$ cat src/hdl/cdq_pkg.sv
// Shared types, codes and constants for the circular deque.
package cdq_pkg;

  localparam int unsigned DEPTH_DEFAULT = 16;
  localparam int unsigned DATA_W        = 32;
  localparam int unsigned OCC_W         = 5;

  typedef enum logic [1:0] {
    OP_PUSH_BACK  = 2'd0,
    OP_PUSH_FRONT = 2'd1,
    OP_POP_FRONT  = 2'd2,
    OP_POP_BACK   = 2'd3
  } op_e;

  typedef enum logic [1:0] {
    ST_OK        = 2'd0,
    ST_OVERFLOW  = 2'd1,
    ST_UNDERFLOW = 2'd2
  } status_e;

  typedef enum logic [1:0] {
    CTL_IDLE,
    CTL_EXEC,
    CTL_RESP
  } ctl_state_e;

  typedef struct packed {
    op_e                       mode;
    logic signed [DATA_W-1:0]  data_in;
  } req_t;

  typedef struct packed {
    logic signed [DATA_W-1:0]  data_out;
    status_e                   status;
    logic [OCC_W-1:0]          occupancy;
    logic                      is_empty;
    logic                      is_full;
  } rsp_t;

  // controller to datapath
  typedef struct packed {
    logic load;     // capture the request
    logic exec;     // update pointers, access the store
    logic respond;  // present the result
  } cdq_cmd_t;

endpackage

$ cat src/hdl/cdq_ctrl.sv
// Sequencer: accept, execute, respond.
module cdq_ctrl (
  input  logic            clk_i,
  input  logic            rst_ni,
  input  logic            start,
  output logic            busy,
  output cdq_pkg::cdq_cmd_t cmd_o
);
  import cdq_pkg::*;

  ctl_state_e state_q, state_d;

  always_ff @(posedge clk_i or negedge rst_ni) begin
    if (!rst_ni) begin
      state_q <= CTL_IDLE;
    end else begin
      state_q <= state_d;
    end
  end

  always_comb begin
    state_d = state_q;
    cmd_o   = '0;
    busy    = 1'b1;
    unique case (state_q)
      CTL_IDLE: begin
        busy = 1'b0;
        if (start) begin
          cmd_o.load = 1'b1;
          state_d    = CTL_EXEC;
        end
      end
      CTL_EXEC: begin
        cmd_o.exec = 1'b1;
        state_d    = CTL_RESP;
      end
      CTL_RESP: begin
        cmd_o.respond = 1'b1;
        state_d       = CTL_IDLE;
      end
      default: state_d = CTL_IDLE;
    endcase
  end

endmodule

$ cat src/hdl/cdq_dpath.sv
// Pointers, count, storage array and result formation.
module cdq_dpath #(
  parameter int unsigned DEPTH = cdq_pkg::DEPTH_DEFAULT
) (
  input  logic              clk_i,
  input  logic              rst_ni,
  input  cdq_pkg::cdq_cmd_t cmd_i,
  input  cdq_pkg::req_t     req_i,
  output cdq_pkg::rsp_t     rsp_o,
  output logic              valid_o
);
  import cdq_pkg::*;

  localparam int unsigned AW = (DEPTH > 1) ? $clog2(DEPTH) : 1;
  localparam int unsigned CW = $clog2(DEPTH + 1);
  localparam logic [AW-1:0] LAST_IDX = AW'(DEPTH - 1);
  localparam logic [CW-1:0] FULL_CNT = CW'(DEPTH);

  logic [DATA_W-1:0] mem_q [DEPTH];

  req_t          req_q;
  logic [AW-1:0] head_q, head_d, tail_q, tail_d;
  logic [CW-1:0] cnt_q, cnt_d;
  logic [DATA_W-1:0] rd_q;
  status_e       status_q, status_d;
  logic          pop_ok_q, pop_ok_d;

  logic          full, empty;
  logic          wr_en, rd_en;
  logic [AW-1:0] wr_addr, rd_addr;
  logic [AW-1:0] head_inc, head_dec, tail_inc, tail_dec;

  assign full  = (cnt_q == FULL_CNT);
  assign empty = (cnt_q == '0);

  assign head_inc = (head_q == LAST_IDX) ? '0 : head_q + AW'(1);
  assign head_dec = (head_q == '0) ? LAST_IDX : head_q - AW'(1);
  assign tail_inc = (tail_q == LAST_IDX) ? '0 : tail_q + AW'(1);
  assign tail_dec = (tail_q == '0) ? LAST_IDX : tail_q - AW'(1);

  always_comb begin
    head_d   = head_q;
    tail_d   = tail_q;
    cnt_d    = cnt_q;
    status_d = ST_OK;
    pop_ok_d = 1'b0;
    wr_en    = 1'b0;
    rd_en    = 1'b0;
    wr_addr  = tail_q;
    rd_addr  = head_q;
    unique case (req_q.mode)
      OP_PUSH_BACK: begin
        if (full) begin
          status_d = ST_OVERFLOW;
        end else begin
          wr_en   = cmd_i.exec;
          wr_addr = tail_q;
          tail_d  = tail_inc;
          cnt_d   = cnt_q + CW'(1);
        end
      end
      OP_PUSH_FRONT: begin
        if (full) begin
          status_d = ST_OVERFLOW;
        end else begin
          wr_en   = cmd_i.exec;
          wr_addr = head_dec;
          head_d  = head_dec;
          cnt_d   = cnt_q + CW'(1);
        end
      end
      OP_POP_FRONT: begin
        if (empty) begin
          status_d = ST_UNDERFLOW;
        end else begin
          rd_en    = cmd_i.exec;
          rd_addr  = head_q;
          head_d   = head_inc;
          cnt_d    = cnt_q - CW'(1);
          pop_ok_d = 1'b1;
        end
      end
      OP_POP_BACK: begin
        if (empty) begin
          status_d = ST_UNDERFLOW;
        end else begin
          rd_en    = cmd_i.exec;
          rd_addr  = tail_dec;
          tail_d   = tail_dec;
          cnt_d    = cnt_q - CW'(1);
          pop_ok_d = 1'b1;
        end
      end
      default: status_d = ST_OK;
    endcase
  end

  always_ff @(posedge clk_i or negedge rst_ni) begin
    if (!rst_ni) begin
      head_q <= '0;
      tail_q <= '0;
      cnt_q  <= '0;
    end else if (cmd_i.exec) begin
      head_q <= head_d;
      tail_q <= tail_d;
      cnt_q  <= cnt_d;
    end
  end

  always_ff @(posedge clk_i) begin
    if (cmd_i.load) begin
      req_q <= req_i;
    end
    if (cmd_i.exec) begin
      status_q <= status_d;
      pop_ok_q <= pop_ok_d;
    end
  end

  always_ff @(posedge clk_i) begin
    if (wr_en) begin
      mem_q[wr_addr] <= req_q.data_in;
    end
    if (rd_en) begin
      rd_q <= mem_q[rd_addr];
    end
  end

  // count is already updated when the result goes out
  always_comb begin
    rsp_o.data_out  = pop_ok_q ? $signed(rd_q) : '0;
    rsp_o.status    = status_q;
    rsp_o.occupancy = OCC_W'(cnt_q);
    rsp_o.is_empty  = empty;
    rsp_o.is_full   = full;
  end

  assign valid_o = cmd_i.respond;

endmodule

$ cat src/hdl/circular_deque.sv
// Top level of the circular deque: controller plus datapath.
//
//   channel | ports                  | transaction when
//   --------+------------------------+------------------------------
//   request | start, busy, req_i     | start high and busy low
//   result  | valid_o, rsp_o         | every cycle valid_o is high
//
// Each operation passes through accept, execute (pointer update and at most one
// store write or registered read) and respond. busy is high from the cycle
// after accept through the result cycle, so a new operation may start the
// cycle after valid_o. Reset clears pointers and count; stored words are
// undefined until written and need no clearing. The receiver cannot stall.
module circular_deque #(
  parameter int unsigned DEPTH = cdq_pkg::DEPTH_DEFAULT
) (
  input  logic           clk_i,
  input  logic           rst_ni,
  input  logic           start,
  output logic           busy,
  input  cdq_pkg::req_t  req_i,
  output logic           valid_o,
  output cdq_pkg::rsp_t  rsp_o
);
  import cdq_pkg::*;

  cdq_cmd_t cmd;

  cdq_ctrl u_ctrl (
    .clk_i  (clk_i),
    .rst_ni (rst_ni),
    .start  (start),
    .busy   (busy),
    .cmd_o  (cmd)
  );

  cdq_dpath #(
    .DEPTH (DEPTH)
  ) u_dpath (
    .clk_i   (clk_i),
    .rst_ni  (rst_ni),
    .cmd_i   (cmd),
    .req_i   (req_i),
    .rsp_o   (rsp_o),
    .valid_o (valid_o)
  );

  a_result_follows: assert property (@(posedge clk_i) disable iff (!rst_ni)
    (start && !busy) |=> ##1 valid_o)
    else $error("no result two cycles after accept");

  a_result_while_busy: assert property (@(posedge clk_i) disable iff (!rst_ni)
    valid_o |-> busy)
    else $error("result outside an operation");

  a_overflow_full: assert property (@(posedge clk_i) disable iff (!rst_ni)
    (valid_o && rsp_o.status == ST_OVERFLOW) |-> rsp_o.is_full)
    else $error("overflow reported while not full");

  a_underflow_empty: assert property (@(posedge clk_i) disable iff (!rst_ni)
    (valid_o && rsp_o.status == ST_UNDERFLOW) |-> (rsp_o.is_empty && rsp_o.data_out == '0))
    else $error("underflow reported while not empty or with data");

endmodule

$ cat config.mk
export PLATFORM = sky130hd
export DESIGN_NAME = circular_deque
export DESIGN_NICKNAME = d
export VERILOG_FILES = /design/src/hdl/cdq_pkg.sv /design/src/hdl/cdq_ctrl.sv /design/src/hdl/cdq_dpath.sv /design/src/hdl/circular_deque.sv
export SDC_FILE = /design/constraint.sdc
export NUM_CORES = 1
export LEC_CHECK = 0
export BUFFER_PORTS_ARGS = -buffer_cell sky130_fd_sc_hd__clkbuf_2
export CAP_MARGIN = 20
export CORE_ASPECT_RATIO = 1.25
export CORE_UTILIZATION = 37
export CTS_BUF_LIST = sky130_fd_sc_hd__clkbuf_2
export DETAILED_ROUTE_END_ITERATION = 16
export HOLD_SLACK_MARGIN = 0.12
export SLEW_MARGIN = 10
export SYNTH_ARGS = -nofsm -noshare
export SYNTH_HDL_FRONTEND = slang
export SYNTH_SLANG_ARGS = --single-unit
$ cat constraint.sdc
create_clock -name clk_i -period 3.76 [get_ports clk_i]
set_input_delay 0.564 -clock clk_i [delete_from_list [all_inputs] [get_ports clk_i]]
set_output_delay 0.564 -clock clk_i [all_outputs]
set_load 0.005 [all_outputs]
==> out/metrics.csv, run 1 <==
metric;value;unit
post_cts.repair.setup_buffers;0;
placed_cells_incl_taps;2553;
max-clock-path-buffers;3;
cp-start-kind;register;
grt_start_max_net_pins;129;
yosysWarningCount;0;
timing.critical_path.slowest_cell_delay;730;ps
netlist.top_cell.by_area;edfxtp_1;
cts-htree-levels;4;
worst-setup-path-type;register to primary output;
synth-edff-count;581;
antenna_violating_nets_post_route;0;
final_nets;1984;
io_pins;80;
syn_area;23900;um^2
placed_cell_area;25800;um^2
routedWlPerCell;22.1;um
fin_worst_skew;92.7;ps
fp.coreArea;63500;um^2
max_slew_margin;43.4;%
area_added_between_synthesis_and_finish;16.1;%
numClockSinks;596;
required_time_of_the_worst_setup_path;3200;ps
cellLeakagePower;9.50;nW
critPathSlowestCell;or4_1;
average_cell_area_after_synthesis;13.9;um^2
postSynth.asyncResetShare;2.52;%
power;19.1;mW
wirelength;63.4;mm
grt_antenna_before_repair;1;
grt_pass1_wl;96.0;mm
irDropWorstVdd;0.667;mV
grt_setup_unrepaired;false;
status;completed;
worst_setup_hold_path_clk_slew;100;ps
holdCritPathClass;primary input to async pin;
post_route_clock_period_utilization;93.3;%
timing.critical_path.arrival;2950;ps
global_route.usage.total;19.4;%
report.final.slew_viol_count;0;
cts_tree;done;
maxClockFrequency;285;MHz
synth_ff_type;edfxtp_1;
half_perimeter_wire_length_after_placement;33.6;mm
postLayoutSetupSlackWorst;251;ps
fin_cells;2871;
place.gp.congestion;0.828;
post_synthesis_sequential_area_ratio;74.6;%
setup_tns;0;ps
postSynthRegisterBits;596;
finalHoldWorstSlack;476;ps
preCtsSetupSlack;329;ps
die_h;286;um
detailroute.via_count;15800;
netlist_top_cells_count;edfxtp_1 (581), nand3_1 (226), nand2_1 (151);
hold_viol;0;
first_global_vias;15800;
timing.max_cap.violations;0;
syn-instance-count;1719;
synthDistinctLibCells;41;
routed_via_density;5.50;
globalRoute.totalOverflow;0;
drt_iter0_markers;1342;
timing.final.setup_violations;0;
start_util;37.6;%
mappedNetlistNets;1768;
cts_buffers;148;
synth_top_area_cells;edfxtp_1 (73%), nand3_1 (4.7%), a21oi_1 (3.1%);
finalInstanceArea;27700;um^2
synth_largest_type_area_fraction;73.1;%
power.density;690;nW/um^2
post-route-util;43.6;%
critical_path.cell_chain;or4_1 -> nor2_1 -> clkbuf_2;
drt_pass1_iterations;5;
drc;0;
number_of_core_rows;103;
yosysMostFrequentCell;edfxtp_1;
end_kind;primary output;
die_w;229;um
fp.dieArea;65600;um^2
clk_root_buffer_cell;clkbuf_2;
port_buffers;79;
insertion_delay;1280;ps
worst_pin_slew;847;ps
timing.final.crit_period;3510;ps
layout-drive-gt1-share;19.1;%
critical_path.max_fanout;7;
-- report_power, final --
group	total, mW	leakage (nW)	internal [mW]	switching, mW
combinational	6.89	3.12	2.42	4.47
sequential	8.14	5.43	7.79	0.347
clock	4.11	0.956	1.58	2.53
total	19.1	9.50	11.8	7.35
-- placed cells by master (no fill, tap or decap), drive strengths merged, types with 2 or more instances in the layout --
| cell type | instances |
|---|---|
| a21o | 7 |
| a21oi | 147 |
| a22o | 64 |
| a22oi | 2 |
| a2bb2oi | 2 |
| a31oi | 33 |
| a32oi | 32 |
| and2 | 32 |
| buf | 55 |
| bufinv | 2 |
| clkbuf | 280 |
| clkinv | 34 |
| clkinvlp | 2 |
| dfrtp | 15 |
| dlygate4sd3 | 72 |
| edfxtp | 581 |
| ha | 11 |
| inv | 22 |
| mux2 | 3 |
| mux2i | 3 |
| nand2 | 151 |
| nand2b | 3 |
| nand3 | 226 |
| nor2 | 37 |
| nor3 | 7 |
| o211ai | 2 |
| o21ai | 149 |
| o221ai | 32 |
| o22ai | 2 |
| or2 | 2 |
| xnor2 | 6 |
| xor2 | 5 |
-- area by class of cell --
cell class | instances | area (um^2)
Antenna cell | 1 | 2.50
Clock buffer | 201 | 1010
Clock inverter | 44 | 233
Fill cell | 5788 | 35800
Inverter | 16 | 60.1
Multi-Input combinational cell | 967 | 5670
Sequential cell | 596 | 17800
Tap cell | 840 | 1050
Timing Repair Buffer | 206 | 1880
-- routing by layer --
layer,GRT usage [%],vias up,share of wire (%)
met3,4.19,111,7.0
met1,25.4,7863,42
met4,8.15,0,2.6
met2,31.2,684,48
li1,-,7140,-
met5,0,-,0
-- worst paths after layout --
| check | cells past startpoint | endpoint | slack, ps | startpoint |
|---|---|---|---|---|
| max | 3 | rsp_o[1] | 250 | u_dpath.cnt_q[0] |
| max reg2reg | 8 | u_dpath.rd_q[7] | 340 | u_dpath.cnt_q[0] |
| min reg2reg | 2 | u_ctrl.state_q[0] | 580 | u_ctrl.state_q[1] |
| min | 3 | u_dpath.tail_q[3] | 480 | rst_ni |
| max in group asynchronous | 3 | u_dpath.tail_q[2] | 2810 | rst_ni |
| min in group clk_i | 3 | u_dpath.req_q[2] | 540 | req_i[2] |
-- cells by family (layout without fill, tap and decap cells) --
family                   count (synthesis)  after routing  synth area share (%)
AO/OA/AOI/OAI                          476            476                  12.4
XOR/XNOR                                11             11                 0.404
adder cells (fa/ha/maj)                 12             12                 0.660
buffers and inverters                  156            467                  2.65
flip-flops                             596            596                  74.6
multiplexers                             6              6                 0.267
other                                    0              1                     0
AND/OR/NAND/NOR                        462            462                  8.95
-- sequential cells by signal (all words and copies together), names as in the netlist --
signal / count
u_dpath.mem_q: 512
u_dpath.req_q: 34
u_dpath.rd_q: 32
u_dpath.cnt_q: 5
u_dpath.head_q: 4
u_dpath.tail_q: 4
u_ctrl.state_q: 2
u_dpath.status_q: 2
u_dpath.pop_ok_q: 1
-- critical path: cells and delay by family, from the launching register on --
kind	cells	cell delay (ps)
buffers and inverters	1	180
flip-flops	1	470
AND/OR/NAND/NOR	2	1080
-- what timing repair did --
item                      in CTS  in global routing
hold buffers                  72                  0
gates resized for setup        0                  0
hold endpoints to repair      84                  0
(Power assumes the default switching activity.)
==> run 2: changes to the inputs <==
CORE_MARGIN = 2   (was default)
==> run 2 against run 1 <==
Against the previous run:
- cell area decreased by 0.70%
- register-to-register slack got worse by 80 ps
- count of clock-buffer cells in the layout grew 1
- routed wire length down 1.9%
- sequential share of layout area rose by 0.45 points
- largest power group unchanged
- utilization down 0.72 points
- critical path depth up 5
- critical path type is now register to register
- largest cell class unchanged
- worst setup slack improved by 11 ps
==> out/metrics.csv, run 2 (synthesis results as in run 1) <==
metric;value;unit;change
status;completed;;
max_slew_margin;37.2;%;-6.2 points
most-common-layout-cells;edfxtp_1 (581), clkbuf_2 (281), nand3_1 (226);;
start_util;37.2;%;-0.36 points
fp.dieArea;66600;um^2;+1.6%
final.fill_count;5858;;+1.2%
cts_hold_fix_bufs;70;;-2.8%
finalInstanceArea;27500;um^2;-0.70%
power.clock.fraction;21.3;%;about the same
max-clock-path-buffers;3;;unchanged
global_route.usage.total;18.8;%;-0.62 points
routedWlPerCell;21.7;um;-1.9%
cellLeakagePower;9.46;nW;-0.46%
required_time_of_the_worst_setup_path;4710;ps;+1510 ps
preCtsSetupSlack;274;ps;-55.7 ps
grt_antenna_before_repair;2;;+1
fin_cells;2870;;-0.035%
fin_worst_skew;60.7;ps;-32.0 ps
placed_cells_incl_taps;2570;;+0.67%
hold_end;u_dpath.req_q[5];;
io_pins;80;;unchanged
post_cts.repair.setup_buffers;0;;unchanged
worst_pin_slew;942;ps;+95.4 ps
worst_r2r_path_depth;8;;unchanged
maxClockFrequency;286;MHz;+0.32%
final_common_cell;edfxtp_1;;
cp-start-kind;register;;
cts-htree-levels;4;;unchanged
area_added_between_synthesis_and_finish;15.3;%;
critical_path.cell_chain;or4_1 -> o21ai_4 -> mux2_4 -> buf_12 -> buf_4 -> a21oi_1 -> a22o_1 -> o221ai_1;;
swShare;37.8;%;-0.61 points
post-route-util;42.9;%;-0.72 points
fp.coreArea;64200;um^2;+0.97%
cts_tree;done;;
worst_hold_path.num_cells;2;;
numClockSinks;596;;unchanged
internal_power;11.7;mW;-0.77%
placed_cell_area;25700;um^2;-0.43%
report.final.slew_viol_count;0;;unchanged
cts-resized-gates;0;;unchanged
power.share.sequential;43.4;%;+0.9 points
half_perimeter_wire_length_after_placement;33.1;mm;-1.6%
holdCritPathClass;primary input to register;;
clk_root_buffer_cell;clkbuf_2;;
postLayoutSetupSlackWorst;262;ps;+11.3 ps
drt_pass1_iterations;7;;+2
cts_buffers;137;;-7.4%
flip_flop_count_of_the_largest_register_all_copies_and_words_added;512;;unchanged
drt_iter0_markers;1466;;+9.2%
antenna_violating_nets_post_route;0;;unchanged
combPwrFrac;35.4;%;-0.6 points
grt_setup_unrepaired;false;;
timing.final.setup_violations;0;;unchanged
port_buffers;79;;unchanged
post_route_clock_period_utilization;93.0;%;-0.30 points
irDropWorstVdd;0.487;mV;-27%
worst-setup-path-type;register to register;;
number_of_core_rows;104;;+0.97%
final_nets;1980;;-0.20%
grt_pass1_wl;94.6;mm;-1.5%
die_w;231;um;+0.87%
routed_via_density;5.57;;+1.2%
end_kind;register;;
grt_start_max_net_pins;129;;unchanged
critPathSlowestCell;or4_1;;
rr_startpoint;u_dpath.cnt_q[0];;
layout-drive-gt1-share;19.4;%;+0.28 points
first_global_vias;15800;;+0.11%
timing.max_cap.violations;0;;unchanged
worst_min_delay_path_startpoint;req_i[5];;
timing.rr.end;u_dpath.rd_q[6];;
critical_path.max_fanout;40;;+33
drc;0;;unchanged
biggestRegsByFlops;u_dpath.mem_q x512, u_dpath.req_q x34, u_dpath.rd_q x32;;
finalHoldWorstSlack;271;ps;-205 ps
setup_tns;0;ps;unchanged
place.gp.congestion;0.799;;-3.4%
globalRoute.totalOverflow;0;;unchanged
wirelength;62.2;mm;-1.9%
timing.critical_path.slowest_cell_delay;740;ps;about the same
insertion_delay;1130;ps;-150 ps
die_h;288;um;+0.70%
timing.final.crit_period;3500;ps;-11.3 ps
power.density;683;nW/um^2;-1.1%
power;18.8;mW;-1.7%
detailroute.via_count;16000;;+1.2%
power.net_switching;7.10;mW;-3.3%
setup.reg_to_reg.worst_slack;260;ps;-80 ps
timing.critical_path.arrival;4450;ps;+1500 ps
worst_setup_hold_path_clk_slew;110;ps;about the same
top_register;u_dpath.mem_q;;
hold_viol;0;;unchanged
-- run 2: cell count changes in the layout (fill, tap and decap cells not counted), sizes merged --
| cell | previous run | this run |
|---|---|---|
| buf | 55 | 64 |
| clkbuf | 280 | 281 |
| clkinv | 34 | 20 |
| dlygate4sd3 | 72 | 70 |
| inv | 22 | 19 |
-- run 2: how the worst max path moves through the flow --
| stage | to | start | slack, ps | cells after the start |
|---|---|---|---|---|
| floorplan | u_dpath.mem_q[6][0] | u_dpath.cnt_q[0] | 70 | 7 |
| global placement | u_dpath.rd_q[13] | u_dpath.cnt_q[0] | 340 | 7 |
| detailed placement | u_dpath.rd_q[13] | u_dpath.cnt_q[0] | 270 | 7 |
| CTS | rsp_o[1] | u_dpath.cnt_q[0] | 190 | 3 |
| global route | u_dpath.rd_q[13] | u_dpath.cnt_q[0] | 100 | 7 |
| finish | u_dpath.rd_q[6] | u_dpath.cnt_q[0] | 260 | 8 |
-- run 2: per-layer routing --
layer | wire (um) | track usage, %
met4 | 1860 | 7.71
met3 | 4130 | 3.66
met5 | 17 | 0
met1 | 25600 | 23.9
met2 | 30600 | 31.4
-- run 2: power by group through the flow --
stage          combinational, mW  sequential (mW)  clock, mW
2_1_floorplan               4.50             8.10          0
3_3_place_gp                6.51             8.29          0
3_5_place_dp                6.60             8.30          0
4_1_cts                     6.67             8.15       4.14
5_1_grt                     7.31             8.20       4.41
6_report                    6.65             8.15       4.00
-- run 2: final cells by class --
class	count	area (um^2)	area share, %
multi-input combinational	967	5670	20.6
inverter	16	60.1	0.218
antenna	1	2.50	0.00909
clock inverter	27	165	0.600
clock buffer	202	1010	3.67
tap	848	1060	3.85
timing repair buffer	213	1740	6.32
sequential	596	17800	64.7
-- run 2: critical path: cells and delay by family, from the launching register on --
kind	cells	cell delay, ps
AOI/OAI and AO/OA	4	960
buffers and inverters	2	510
DFF	1	480
muxes	1	600
and+or+nand+nor	1	740
